==> src/hdl/iwc_pkg.sv <==
// Shared types and register codes for the image window crop block.
package iwc_pkg;

   // Configuration register indexes
   localparam logic [2:0] CsrSrcWidth  = 3'd0;
   localparam logic [2:0] CsrSrcHeight = 3'd1;
   localparam logic [2:0] CsrPixDepth  = 3'd2;
   localparam logic [2:0] CsrWinLeft   = 3'd3;
   localparam logic [2:0] CsrWinRight  = 3'd4;
   localparam logic [2:0] CsrWinBottom = 3'd5;
   localparam logic [2:0] CsrWinTop    = 3'd6;

   // Queue between classifier and output sequencer
   localparam int QueueDepth = 4;
   localparam int QueueAw    = 2;

   // Decoded window geometry, byte positions within a source row
   typedef struct packed {
      logic        ok;      // geometry settled since the last write
      logic        empty;   // clamped window holds nothing
      logic [14:0] lo;      // first kept byte of a row
      logic [14:0] hi;      // last kept byte of a row
      logic [14:0] len;     // source row length with padding
      logic [12:0] b;       // first kept row
      logic [12:0] t;       // last kept row
      logic [12:0] h;       // clamped source height
      logic [1:0]  tp;      // padding bytes after each cropped row
   } geom_type;

   // One kept byte and what follows it
   typedef struct packed {
      logic [7:0] data;
      logic       last;     // last kept byte of the row
      logic [1:0] tp;       // padding bytes to add after it
      logic       ie;       // last kept byte of the last kept row
   } entry_type;

   function automatic logic [1:0] row_pad(input logic depth, input logic [1:0] w);
      row_pad = depth ? w : (w[0] ? 2'd2 : 2'd0);
   endfunction

endpackage

==> src/hdl/iwc_cfg.sv <==
// Configuration registers and window geometry decode.
module iwc_cfg import iwc_pkg::*; #(
   parameter int MAX_WIDTH  = 4096,
   parameter int MAX_HEIGHT = 4096
) (
   input  logic        clock,
   input  logic        reset,
   input  logic        csr_we,
   input  logic [2:0]  csr_index,
   input  logic [12:0] csr_wdata,
   output geom_type    geom
);

   localparam logic [12:0] WMax = 13'((MAX_WIDTH > 8191) ? 8191 : MAX_WIDTH);
   localparam logic [12:0] HMax = 13'((MAX_HEIGHT > 8191) ? 8191 : MAX_HEIGHT);

   logic [12:0] src_width_ff, src_height_ff;
   logic        pix_depth_ff;
   logic [12:0] win_left_ff, win_right_ff, win_bottom_ff, win_top_ff;

   // first stage: clamped bounds
   logic [12:0] w_in, h_in, w_ff, h_ff;
   logic signed [13:0] l_in, r_in, b_in, t_in, l_ff, r_ff, b_ff, t_ff;
   logic signed [13:0] rlim, tlim;
   logic        depth_ff;

   // second stage
   geom_type    geom_in, geom_ff;
   logic [1:0]  settle_ff, settle_in;
   logic [14:0] w3, rp3;
   logic [12:0] rp1;
   logic [1:0]  cw;

   always_ff @(posedge clock) begin
      if (reset) begin
         src_width_ff  <= 13'd1;
         src_height_ff <= 13'd1;
         pix_depth_ff  <= 1'b1;
         win_left_ff   <= 13'd0;
         win_right_ff  <= 13'd4095;
         win_bottom_ff <= 13'd0;
         win_top_ff    <= 13'd4095;
      end else if (csr_we) begin
         case (csr_index)
            CsrSrcWidth:  src_width_ff  <= csr_wdata;
            CsrSrcHeight: src_height_ff <= csr_wdata;
            CsrPixDepth:  pix_depth_ff  <= csr_wdata[0];
            CsrWinLeft:   win_left_ff   <= csr_wdata;
            CsrWinRight:  win_right_ff  <= csr_wdata;
            CsrWinBottom: win_bottom_ff <= csr_wdata;
            CsrWinTop:    win_top_ff    <= csr_wdata;
            default: ;
         endcase
      end
   end

   always_comb begin
      w_in = (src_width_ff == 13'd0) ? 13'd1 : ((src_width_ff > WMax) ? WMax : src_width_ff);
      h_in = (src_height_ff == 13'd0) ? 13'd1 : ((src_height_ff > HMax) ? HMax : src_height_ff);
      rlim = $signed({1'b0, w_in}) - 14'sd1;
      tlim = $signed({1'b0, h_in}) - 14'sd1;
      l_in = win_left_ff[12] ? 14'sd0 : $signed({1'b0, win_left_ff});
      b_in = win_bottom_ff[12] ? 14'sd0 : $signed({1'b0, win_bottom_ff});
      r_in = ($signed({win_right_ff[12], win_right_ff}) > rlim) ? rlim
           : $signed({win_right_ff[12], win_right_ff});
      t_in = ($signed({win_top_ff[12], win_top_ff}) > tlim) ? tlim
           : $signed({win_top_ff[12], win_top_ff});
   end

   always_ff @(posedge clock) begin
      w_ff     <= w_in;
      h_ff     <= h_in;
      l_ff     <= l_in;
      r_ff     <= r_in;
      b_ff     <= b_in;
      t_ff     <= t_in;
      depth_ff <= pix_depth_ff;
   end

   always_comb begin
      w3  = 15'({w_ff, 1'b0}) + (depth_ff ? 15'(w_ff) : 15'd0);
      rp1 = r_ff[12:0] + 13'd1;
      rp3 = 15'({rp1, 1'b0}) + (depth_ff ? 15'(rp1) : 15'd0);
      cw  = r_ff[1:0] - l_ff[1:0] + 2'd1;

      settle_in = (settle_ff == 2'd3) ? 2'd3 : settle_ff + 2'd1;
      if (csr_we) settle_in = 2'd0;

      geom_in.ok    = (settle_ff == 2'd3) && !csr_we;
      geom_in.empty = (l_ff > r_ff) || (b_ff > t_ff);
      geom_in.lo    = 15'({l_ff[12:0], 1'b0}) + (depth_ff ? 15'(l_ff[12:0]) : 15'd0);
      geom_in.hi    = rp3 - 15'd1;
      geom_in.len   = w3 + 15'(row_pad(depth_ff, w_ff[1:0]));
      geom_in.b     = b_ff[12:0];
      geom_in.t     = t_ff[12:0];
      geom_in.h     = h_ff;
      geom_in.tp    = row_pad(depth_ff, cw);
   end

   // hold off until both decode stages reflect the current registers
   always_ff @(posedge clock) begin
      if (reset) begin
         settle_ff <= 2'd0;
      end else begin
         settle_ff <= settle_in;
      end
   end

   always_ff @(posedge clock) begin
      if (reset) begin
         geom_ff <= '0;
      end else begin
         geom_ff <= geom_in;
      end
   end

   assign geom = geom_ff;

endmodule

==> src/hdl/iwc_front.sv <==
// Input side: row and byte counters, window test and queue push.
module iwc_front import iwc_pkg::*; #(
   parameter int MAX_WIDTH  = 4096,
   parameter int MAX_HEIGHT = 4096
) (
   input  logic       clock,
   input  logic       reset,
   input  geom_type   geom,
   input  logic       req_tvalid,
   output logic       req_tready,
   input  logic [7:0] req_tdata,
   input  logic       q_full,
   output logic       q_push,
   output entry_type  q_wdata
);

   localparam int WMax = (MAX_WIDTH > 8191) ? 8191 : MAX_WIDTH;
   localparam int HMax = (MAX_HEIGHT > 8191) ? 8191 : MAX_HEIGHT;
   localparam int RowW  = $clog2(HMax);
   localparam int ByteW = $clog2(3 * WMax + 3);

   logic [RowW-1:0]  row_ff, row_in;
   logic [ByteW-1:0] pos_ff, pos_in;
   logic [15:0]      pos16, row16;
   logic             accept, in_win, last;

   assign req_tready = geom.ok && !q_full;
   assign accept     = req_tvalid && req_tready;

   always_comb begin
      pos16  = 16'(pos_ff);
      row16  = 16'(row_ff);
      in_win = !geom.empty
            && row16 >= 16'(geom.b) && row16 <= 16'(geom.t)
            && pos16 >= 16'(geom.lo) && pos16 <= 16'(geom.hi);
      last   = pos16 == 16'(geom.hi);

      q_push       = accept && in_win;
      q_wdata.data = req_tdata;
      q_wdata.last = last;
      q_wdata.tp   = last ? geom.tp : 2'd0;
      q_wdata.ie   = last && row16 == 16'(geom.t);

      // end a row at or past its length; wrap rows at or past the height
      row_in = row_ff;
      pos_in = pos_ff;
      if (accept) begin
         if (pos16 + 16'd1 >= 16'(geom.len)) begin
            pos_in = '0;
            row_in = (row16 + 16'd1 >= 16'(geom.h)) ? '0 : row_ff + 1'b1;
         end else begin
            pos_in = pos_ff + 1'b1;
         end
      end
   end

   always_ff @(posedge clock) begin
      if (reset) begin
         row_ff <= '0;
         pos_ff <= '0;
      end else begin
         row_ff <= row_in;
         pos_ff <= pos_in;
      end
   end

endmodule

==> src/hdl/iwc_fifo.sv <==
// Short queue of kept bytes between the classifier and the sequencer.
module iwc_fifo import iwc_pkg::*; (
   input  logic      clock,
   input  logic      reset,
   input  logic      push,
   input  entry_type wdata,
   input  logic      pop,
   output entry_type rdata,
   output logic      full,
   output logic      empty
);

   localparam int CntW = $clog2(QueueDepth + 1);

   entry_type          mem_ff [QueueDepth];
   logic [QueueAw-1:0] wr_ff, rd_ff;
   logic [CntW-1:0]    cnt_ff;

   assign full  = cnt_ff == CntW'(QueueDepth);
   assign empty = cnt_ff == '0;
   assign rdata = mem_ff[rd_ff];

   always_ff @(posedge clock) begin
      if (push) begin
         mem_ff[wr_ff] <= wdata;
      end
   end

   always_ff @(posedge clock) begin
      if (reset) begin
         wr_ff  <= '0;
         rd_ff  <= '0;
         cnt_ff <= '0;
      end else begin
         if (push) wr_ff <= wr_ff + 1'b1;
         if (pop)  rd_ff <= rd_ff + 1'b1;
         case ({push, pop})
            2'b10:   cnt_ff <= cnt_ff + 1'b1;
            2'b01:   cnt_ff <= cnt_ff - 1'b1;
            default: cnt_ff <= cnt_ff;
         endcase
      end
   end

endmodule

==> src/hdl/iwc_back.sv <==
// Output side: emit each kept byte, then its row padding, through an output register.
module iwc_back import iwc_pkg::*; (
   input  logic       clock,
   input  logic       reset,
   input  entry_type  q_rdata,
   input  logic       q_empty,
   output logic       q_pop,
   output logic       rsp_tvalid,
   input  logic       rsp_tready,
   output logic [7:0] rsp_tdata,
   output logic       rsp_tlast,
   output logic [1:0] rsp_tuser
);

   logic       valid_ff, valid_in;
   logic [1:0] pad_left_ff, pad_left_in;
   logic       ie_hold_ff, ie_hold_in;
   logic [7:0] byte_ff, byte_in;
   logic       pad_ff, pad_in, last_ff, last_in, end_ff, end_in;
   logic       load;

   assign load = !valid_ff || rsp_tready;

   always_comb begin
      valid_in    = valid_ff;
      pad_left_in = pad_left_ff;
      ie_hold_in  = ie_hold_ff;
      byte_in     = byte_ff;
      pad_in      = pad_ff;
      last_in     = last_ff;
      end_in      = end_ff;
      q_pop       = 1'b0;
      if (load) begin
         if (pad_left_ff != 2'd0) begin
            valid_in    = 1'b1;
            byte_in     = 8'd0;
            pad_in      = 1'b1;
            last_in     = pad_left_ff == 2'd1;
            end_in      = (pad_left_ff == 2'd1) && ie_hold_ff;
            pad_left_in = pad_left_ff - 2'd1;
         end else if (!q_empty) begin
            q_pop       = 1'b1;
            valid_in    = 1'b1;
            byte_in     = q_rdata.data;
            pad_in      = 1'b0;
            last_in     = q_rdata.last && q_rdata.tp == 2'd0;
            end_in      = q_rdata.ie && q_rdata.tp == 2'd0;
            pad_left_in = q_rdata.tp;
            ie_hold_in  = q_rdata.ie;
         end else begin
            valid_in = 1'b0;
         end
      end
   end

   always_ff @(posedge clock) begin
      if (reset) begin
         valid_ff    <= 1'b0;
         pad_left_ff <= 2'd0;
         ie_hold_ff  <= 1'b0;
      end else begin
         valid_ff    <= valid_in;
         pad_left_ff <= pad_left_in;
         ie_hold_ff  <= ie_hold_in;
      end
   end

   always_ff @(posedge clock) begin
      byte_ff <= byte_in;
      pad_ff  <= pad_in;
      last_ff <= last_in;
      end_ff  <= end_in;
   end

   assign rsp_tvalid = valid_ff;
   assign rsp_tdata  = byte_ff;
   assign rsp_tlast  = last_ff;
   assign rsp_tuser  = {end_ff, pad_ff};

endmodule

==> src/hdl/image_window_crop.sv <==
// Top level of the bitmap window crop: row-padded byte stream in, cropped stream out.
//
// Takes the pixel-data bytes of a bitmap one transfer per cycle, in stored row order with
// source row padding included, and passes on only the bytes inside the window after the
// window is clamped to the image. Each cropped row is followed by zero bytes that pad it
// to a multiple of four (width mod 4 at 24 bpp, two bytes for an odd width at 16 bpp).
// Input and output each move one byte per cycle unless stalled. The last kept byte of a
// row turns into up to four output transfers; the source bytes dropped between two
// cropped rows (source padding and columns outside the window) always cover the added
// padding, so with the receiver ready the input never stalls. A kept byte leaves through
// the queue and the output register. A four-entry queue between the classifier and the
// output sequencer lets each side stall on its own; the input stalls only when the
// receiver holds off and the queue fills. Geometry is decoded in two register stages;
// after reset and each register write, req_tready stays low until both are current.
// Registers must be written only while idle; the block itself does not enforce this.
module image_window_crop import iwc_pkg::*; #(
   parameter int MAX_WIDTH  = 4096,
   parameter int MAX_HEIGHT = 4096
) (
   input  logic        clock,
   input  logic        reset,
   // source bytes
   input  logic        req_tvalid,
   output logic        req_tready,
   input  logic [7:0]  req_tdata,   // [7:0] in_byte
   // cropped bytes
   output logic        rsp_tvalid,
   input  logic        rsp_tready,
   output logic [7:0]  rsp_tdata,   // [7:0] out_byte
   output logic        rsp_tlast,   // row_end
   output logic [1:0]  rsp_tuser,   // [0] is_pad, [1] image_end
   // configuration writes
   input  logic        csr_we,
   input  logic [2:0]  csr_index,
   input  logic [12:0] csr_wdata
);

   geom_type  geom;
   entry_type q_wdata, q_rdata;
   logic      q_push, q_pop, q_full, q_empty;

   // registers and geometry decode
   iwc_cfg #(.MAX_WIDTH(MAX_WIDTH), .MAX_HEIGHT(MAX_HEIGHT)) u_cfg (
      .clock     (clock),
      .reset     (reset),
      .csr_we    (csr_we),
      .csr_index (csr_index),
      .csr_wdata (csr_wdata),
      .geom      (geom)
   );

   // count positions, drop bytes outside the window
   iwc_front #(.MAX_WIDTH(MAX_WIDTH), .MAX_HEIGHT(MAX_HEIGHT)) u_front (
      .clock      (clock),
      .reset      (reset),
      .geom       (geom),
      .req_tvalid (req_tvalid),
      .req_tready (req_tready),
      .req_tdata  (req_tdata),
      .q_full     (q_full),
      .q_push     (q_push),
      .q_wdata    (q_wdata)
   );

   iwc_fifo u_fifo (
      .clock (clock),
      .reset (reset),
      .push  (q_push),
      .wdata (q_wdata),
      .pop   (q_pop),
      .rdata (q_rdata),
      .full  (q_full),
      .empty (q_empty)
   );

   // emit kept bytes and append the new row padding
   iwc_back u_back (
      .clock      (clock),
      .reset      (reset),
      .q_rdata    (q_rdata),
      .q_empty    (q_empty),
      .q_pop      (q_pop),
      .rsp_tvalid (rsp_tvalid),
      .rsp_tready (rsp_tready),
      .rsp_tdata  (rsp_tdata),
      .rsp_tlast  (rsp_tlast),
      .rsp_tuser  (rsp_tuser)
   );

   // an inserted padding byte is always zero
   a_pad_zero: assert property (@(posedge clock) disable iff (reset)
      rsp_tvalid && rsp_tuser[0] |-> rsp_tdata == 8'd0)
      else $error("padding byte not zero");

   // the end of the image also ends a row
   a_end_is_last: assert property (@(posedge clock) disable iff (reset)
      rsp_tvalid && rsp_tuser[1] |-> rsp_tlast)
      else $error("image end without row end");

   // a full queue must back-pressure the source
   a_full_stall: assert property (@(posedge clock) disable iff (reset)
      q_full |-> !req_tready)
      else $error("source accepted into a full queue");

endmodule

==> config.mk <==
export PLATFORM = sky130hd
export DESIGN_NAME = image_window_crop
export DESIGN_NICKNAME = d
export VERILOG_FILES = /design/src/hdl/iwc_pkg.sv /design/src/hdl/iwc_cfg.sv /design/src/hdl/iwc_front.sv /design/src/hdl/iwc_fifo.sv /design/src/hdl/iwc_back.sv /design/src/hdl/image_window_crop.sv
export SDC_FILE = /design/constraint.sdc
export NUM_CORES = 1
export LEC_CHECK = 0
export ABC_AREA = 1
export ABC_CLOCK_PERIOD_IN_PS = 7710
export BUFFER_PORTS_ARGS = -buffer_cell sky130_fd_sc_hd__buf_2
export CORE_MARGIN = 1
export CORE_UTILIZATION = 32
export CTS_CLUSTER_DIAMETER = 80
export DETAILED_ROUTE_END_ITERATION = 10
export GPL_TIMING_DRIVEN = 0
export PLACE_DENSITY = 0.43
export SLEW_MARGIN = 20
export SYNTH_ARGS = -nofsm -noshare
export SYNTH_HDL_FRONTEND = slang
export SYNTH_SLANG_ARGS = --single-unit
==> constraint.sdc <==
create_clock -name clock -period 7.71 [get_ports clock]
set_clock_uncertainty 0.1 [all_clocks]
set_input_delay 1.1565 -clock clock [delete_from_list [all_inputs] [get_ports clock]]
set_output_delay 1.1565 -clock clock [all_outputs]
set_load 0.005 [all_outputs]
==> metrics.yaml, run 1 <==
relSlewSlack: 0.287
path_max_fanout: 10
setup_viol: 0
synth_ff_type: "dfxtp_1"
syn_avg_cell_area_um2: 7.88
syn_inst: 2248
cts_tree: "built"
yosysWarningCount: 0
numClockSinks: 343
grt_max_degree: 14
rows: 85
routed_wl_um: 49200
ys_ff_latch: 343
rsz0062_at_grt: "no"
final_common_cell: "inv_1"
critPathLaunchType: "flip-flop"
synth-seq-area-share: 0.421
drtIter0Drc: 766
postLayoutCoreUtil: 0.373
maxCapViolCount: 0
power.leakage_uw: 0.00963
grt_first_pass_wirelength_um: 77400
timing.final.crit_share: 0.579
hold_viol: 0
hpwl_um: 38300
grt_pass1_vias: 13700
min_path_cells: 2
clk_latency_ns: 0.57
max-vdd-ir-drop_uv: 149
chipWidth_um: 237
ys_types: 55
start_util: 0.327
arrival_ns: 4.84
core_area_um2: 54200
die_h_um: 237
status: "complete, no violations"
antenna_found_initial: 2
cts_buffers: 42
io_pins: 42
post-route-min-period_ns: 4.46
hp-class: "reg2reg"
cts_resized: 0
r2r-start: "u_front.pos_ff[0]"
drtAntennaViolNets: 0
synth_edf_count: 59
worstMarginPinSlew_ns: 1.07
r2r_cells: 16
p_per_area_nw_per_um2: 266
drive_gt1_frac: 0.0651
syn_to_final_growth_pct: 14.4
max_freq_mhz: 224
antennaDiodeCount: 0
num_vias: 14100
dieArea_um2: 56300
drtPass1Iterations: 5
nets: 2563
mostFrequentLayoutCells: "400 x inv_1, 366 x nand2_1, 284 x dfxtp_1"
clock-root-buffer: "clkbuf_16"
cts_setup_buffers: 0
worstSetupStartpoint: "u_front.pos_ff[0]"
ys_async_sr_fraction: 0
cts_buffer_depth: 3
clkTransAtPathRegs_ns: 0.06
gr-total-overflow: 0
vias_per_cell: 4.62
required_ns: 8.09
critical_path_class: "reg2reg"
min-delay-start: "u_cfg.h_ff[5]"
slew_violations: 0
cts_hold_buf: 0
htree_num_levels: 2
drcViolationCount: 0
gp_congestion: 0.818
port_buffers: 40
netlist_area_um2: 17700
wl_per_cell_um: 16.1
finalSetupTns_ns: 0
endpoint_kind: "flip-flop"
grt_usage: 0.178
cell families after synthesis:
family | share of synthesized area
buffers and inverters | 0.100
XOR/XNOR | 0.0203
AND/OR/NAND/NOR | 0.190
other | 0.000424
flip-flops | 0.421
AO/OA/AOI/OAI | 0.124
adder cells (fa/ha/maj) | 0.144
stage by stage:
| step | cell area (um^2) | total power (uW) | worst slack [ns] | std cells | hold WS (ns) |
|---|---|---|---|---|---|
| after global placement | 18800 | 3360 | 3.24 | 2985 | 0.303 |
| after global routing | 20300 | 5760 | 2.80 | 3061 | 0.290 |
| after detailed placement | 18800 | 3370 | 3.24 | 2985 | 0.299 |
| final | 20300 | 5390 | 3.25 | 3061 | 0.305 |
| after floorplan | 17700 | 3000 | 4.49 | 2249 | 0.231 |
| after CTS | 20300 | 5470 | 3.20 | 3061 | 0.291 |
flip-flops by register name, summed over array words and instances (netlist names), 12 cells and up, named ones only:
register             flops
u_cfg.src_width_ff      13
u_cfg.w_ff              13
u_cfg.src_height_ff     13
u_cfg.r_ff              14
u_cfg.h_ff              13
u_fifo.mem_ff           48
u_cfg.win_bottom_ff     13
u_front.row_ff          12
u_cfg.win_top_ff        13
u_front.pos_ff          14
u_cfg.geom              85
u_cfg.win_left_ff       13
u_cfg.l_ff              12
u_cfg.b_ff              12
u_cfg.t_ff              14
u_cfg.win_right_ff      13
final cells by class:
| cell class | instances | area (um^2) |
|---|---|---|
| clock inverters | 22 | 295 |
| flip-flops and latches | 343 | 7460 |
| inverters | 402 | 1510 |
| clock buffers | 54 | 1170 |
| well taps | 696 | 871 |
| repair buffers | 40 | 200 |
| multi-input cells | 1441 | 8490 |
| plain buffers | 63 | 269 |
| fillers | 5653 | 34000 |
worst paths after layout:
check / endpoint / slack, ns
worst max-delay path: u_front.row_ff[11] / 3.25
worst min-delay path: u_cfg.geom[7] / 0.30
worst max register to register: u_front.row_ff[11] / 3.25
worst min register to register: u_cfg.geom[7] / 0.30
critical path, cell delays in order (launching register included):
cell and delay, ns:
dfxtp_1 0.47, ha_1 0.24, nand3_1 0.14, nor3b_1 0.37, nand3_1 0.19, nor3_1 0.35, nand3_1 0.14, xor2_1 0.19
ha_1 0.28, and3_1 0.15, nand3_1 0.08, nand4_1 0.18, nand3_1 0.44, nor2_1 0.32, clkbuf_1 0.44, nand2_1 0.12
a21oi_1 0.15
cell usage after synthesis, types with 3 or more instances:
cell / number / share of area
o21ai_0: 158 / 0.045
nor3_1: 21 / 0.0059
nand3_1: 76 / 0.021
o211a_1: 3 / 0.0017
or2_2: 5 / 0.0018
fa_1: 5 / 0.0057
nand3_2: 5 / 0.0028
buf_2: 5 / 0.0014
buf_1: 4 / 0.00085
nor2_1: 245 / 0.052
o21a_1: 4 / 0.0017
a31oi_1: 4 / 0.0014
nor3b_1: 3 / 0.0013
o31ai_1: 3 / 0.0013
ha_1: 196 / 0.14
a22oi_1: 5 / 0.0021
a21o_1: 4 / 0.0017
inv_1: 400 / 0.085
o221ai_1: 3 / 0.0015
nand2_2: 10 / 0.0035
clkbuf_1: 49 / 0.010
buf_4: 3 / 0.0013
a21boi_0: 3 / 0.0013
nor2_2: 3 / 0.0011
nor4_1: 4 / 0.0014
a221oi_1: 3 / 0.0015
and3_1: 4 / 0.0014
o21bai_1: 3 / 0.0013
xor2_1: 40 / 0.020
a21oi_1: 180 / 0.051
o211ai_1: 9 / 0.0038
nand4_1: 49 / 0.017
nand2_1: 366 / 0.078
dfxtp_1: 284 / 0.32
edfxtp_1: 59 / 0.10
a211oi_1: 6 / 0.0025
metal layers:
metal,part of all wire,up-vias,GRT usage
li1,-,7469,-
met1,0.50,6380,0.247
met4,0.015,0,0.0424
met2,0.45,235,0.286
met5,0,-,0
met3,0.036,48,0.0282
where the power goes:
group,total [uW],switching [uW],internal (uW)
combinational,1230,794,434
sequential,2090,77.2,2020
clock,2060,789,1280
Note: power is estimated with default switching activity, not from simulation.
==> inputs of run 2 (changes only) <==
--- a/config.mk
+++ b/config.mk
@@ -6,7 +6,7 @@
 export NUM_CORES = 1
 export LEC_CHECK = 0
 export ABC_AREA = 1
-export ABC_CLOCK_PERIOD_IN_PS = 7710
+export ABC_CLOCK_PERIOD_IN_PS = 4170
 export BUFFER_PORTS_ARGS = -buffer_cell sky130_fd_sc_hd__buf_2
 export CORE_MARGIN = 1
 export CORE_UTILIZATION = 32
==> constraint.sdc (replaced) <==
create_clock -name clock -period 4.17 [get_ports clock]
set_clock_uncertainty 0.1 [all_clocks]
set_input_delay 0.6255 -clock clock [delete_from_list [all_inputs] [get_ports clock]]
set_output_delay 0.6255 -clock clock [all_outputs]
set_load 0.005 [all_outputs]
==> run 2 against run 1 <==
Effect of this change:
- die area unchanged
- count of clock-buffer cells in the layout unchanged
- combinational power up 85%
- register-to-register slack worse by 2.9 ns
- wire length about the same
- sequential share of layout area down 0.061 points
- via count up 0.11%
- largest cell class unchanged
==> metrics.yaml, run 2 (synthesis gave the netlist of run 1 again) <==
mostFrequentLayoutCells: "400 x inv_1, 366 x nand2_1, 284 x dfxtp_1"
p_per_area_nw_per_um2: 491
drtIter0Drc: 719
endpoint_kind: "flip-flop"
cts_setup_buffers: 0
syn_to_final_growth_pct: 14.6
post-route-min-period_ns: 3.77
status: "complete, no violations"
nets: 2563
switching_share: 0.308
setup_viol: 0
cts_buffer_depth: 3
rrSetupSlack_ns: 0.40
postLayoutCoreUtil: 0.374
clk_latency_ns: 0.57
core_area_um2: 54200
cts_buffers: 42
cts_hold_buf: 0
routed_wl_um: 49200
antenna_found_initial: 2
die_h_um: 237
gr-total-overflow: 0
relSlewSlack: 0.279
intPower_uw: 6890
maxCapViolCount: 0
use_met2: 0.286
final_common_cell: "inv_1"
grt_max_degree: 14
r2r-start: "u_cfg.src_width_ff[1]"
grt_pass1_vias: 13700
port_buffers: 40
worstMarginPinSlew_ns: 1.08
clkTransAtPathRegs_ns: 0.06
min-delay-start: "req_tdata[4]"
start_util: 0.327
wl_per_cell_um: 16.1
r2r-end: "u_cfg.r_ff[2]"
drtAntennaViolNets: 0
hpwl_um: 38300
chipWidth_um: 237
r2r_cells: 23
drcViolationCount: 0
slew_violations: 0
io_pins: 42
critPathLaunchType: "flip-flop"
drtPass1Iterations: 5
met1_usage: 0.247
largest_reg_flops: 85
min_to: "u_fifo.mem_ff[2][8]"
grt_usage: 0.178
combPwrFrac: 0.228
num_vias: 14100
clock-root-buffer: "clkbuf_16"
max_freq_mhz: 265
antennaDiodeCount: 0
clkPwrFrac: 0.383
seqPwrFrac: 0.389
cts_resized: 2
numClockSinks: 343
grt_first_pass_wirelength_um: 77500
gp_congestion: 0.818
busiest_layer: "met2"
htree_num_levels: 2
hold_viol: 0
rsz0062_at_grt: "no"
power.leakage_uw: 0.00965
power.switching_uw: 3070
rows: 85
finalSetupTns_ns: 0
hp-class: "in2reg"
critical_path_class: "reg2reg"
arrival_ns: 4.09
cts_tree: "built"
required_ns: 4.49
n_fill_cell: 5647
max-vdd-ir-drop_uv: 276
vias_per_cell: 4.62
path_max_fanout: 10
timing.final.crit_share: 0.905
min_path_cells: 1
use_met3: 0.0282
dieArea_um2: 56300
drive_gt1_frac: 0.0689
[run 2: changes by cell type in the layout (fill, tap and decap cells not counted), sizes merged]
cell / previous run / this run
clkbuf: 103 / 104
buf: 54 / 53
[run 2: stage by stage]
step           std cells  setup WS (ns)  total power (uW)  area (um^2)  hold WS, ns
2_1_floorplan       2249          0.950              5550        17700        0.231
4_1_cts             3061         0.0358             10100        20300        0.142
3_5_place_dp        2985         -0.298              6230        18800        0.299
6_report            3061          0.395              9970        20300        0.176
3_3_place_gp        2985         -0.300              6210        18800        0.303
5_1_grt             3061         0.0489             10700        20300        0.144
[run 2: layer usage]
layer	wire, um	up-vias
met2	22000	244
li1	-	7466
met4	768	0
met1	24700	6388
met3	1780	50
met5	0	-
[run 2: how the worst max path moves through the flow]
stage	endpoint	start	slack, ns
floorplan	u_front.row_ff[5]	u_front.pos_ff[1]	0.95
global placement	u_front.row_ff[11]	u_front.pos_ff[0]	-0.30
detailed placement	u_front.row_ff[11]	u_front.pos_ff[0]	-0.30
CTS	u_front.row_ff[11]	u_front.pos_ff[0]	0.04
global route	u_cfg.r_ff[2]	u_cfg.src_width_ff[4]	0.05
finish	u_cfg.r_ff[2]	u_cfg.src_width_ff[1]	0.40
[run 2: layout make-up]
class,count,area (um^2),area share
plain buffers,63,275,0.0136
clock inverters,22,295,0.0146
flip-flops and latches,343,7460,0.367
multi-input cells,1441,8520,0.420
repair buffers,40,200,0.00987
well taps,696,871,0.0429
clock buffers,54,1170,0.0575
inverters,402,1510,0.0744
[run 2: power by group through the flow]
stage | Sequential [uW] | Combinational [uW] | Clock [uW]
floorplan | 3900 | 1640 | 0
global placement | 3940 | 2270 | 0
detailed placement | 3950 | 2290 | 0
CTS | 3880 | 2300 | 3930
global route | 3910 | 2670 | 4080
finish | 3870 | 2270 | 3820
[run 2: critical path, stage by stage (launching register included)]
cell and delay (ns):
dfxtp_1 0.42, nor2_1 0.07, nand3_1 0.07, nor2_1 0.06, nand2_1 0.05, nand2_1 0.12, nand2_2 0.23, ha_1 0.24
nand3_1 0.14, nor2_1 0.24, nand4_1 0.15, xor2_1 0.27, inv_1 0.09, ha_1 0.28, nand2_1 0.06, nor2_1 0.11
nand2_1 0.07, nor2_1 0.16, nand2_1 0.11, nand3_2 0.13, nand3_2 0.13, buf_4 0.20, nand2_1 0.07, nand2_1 0.10
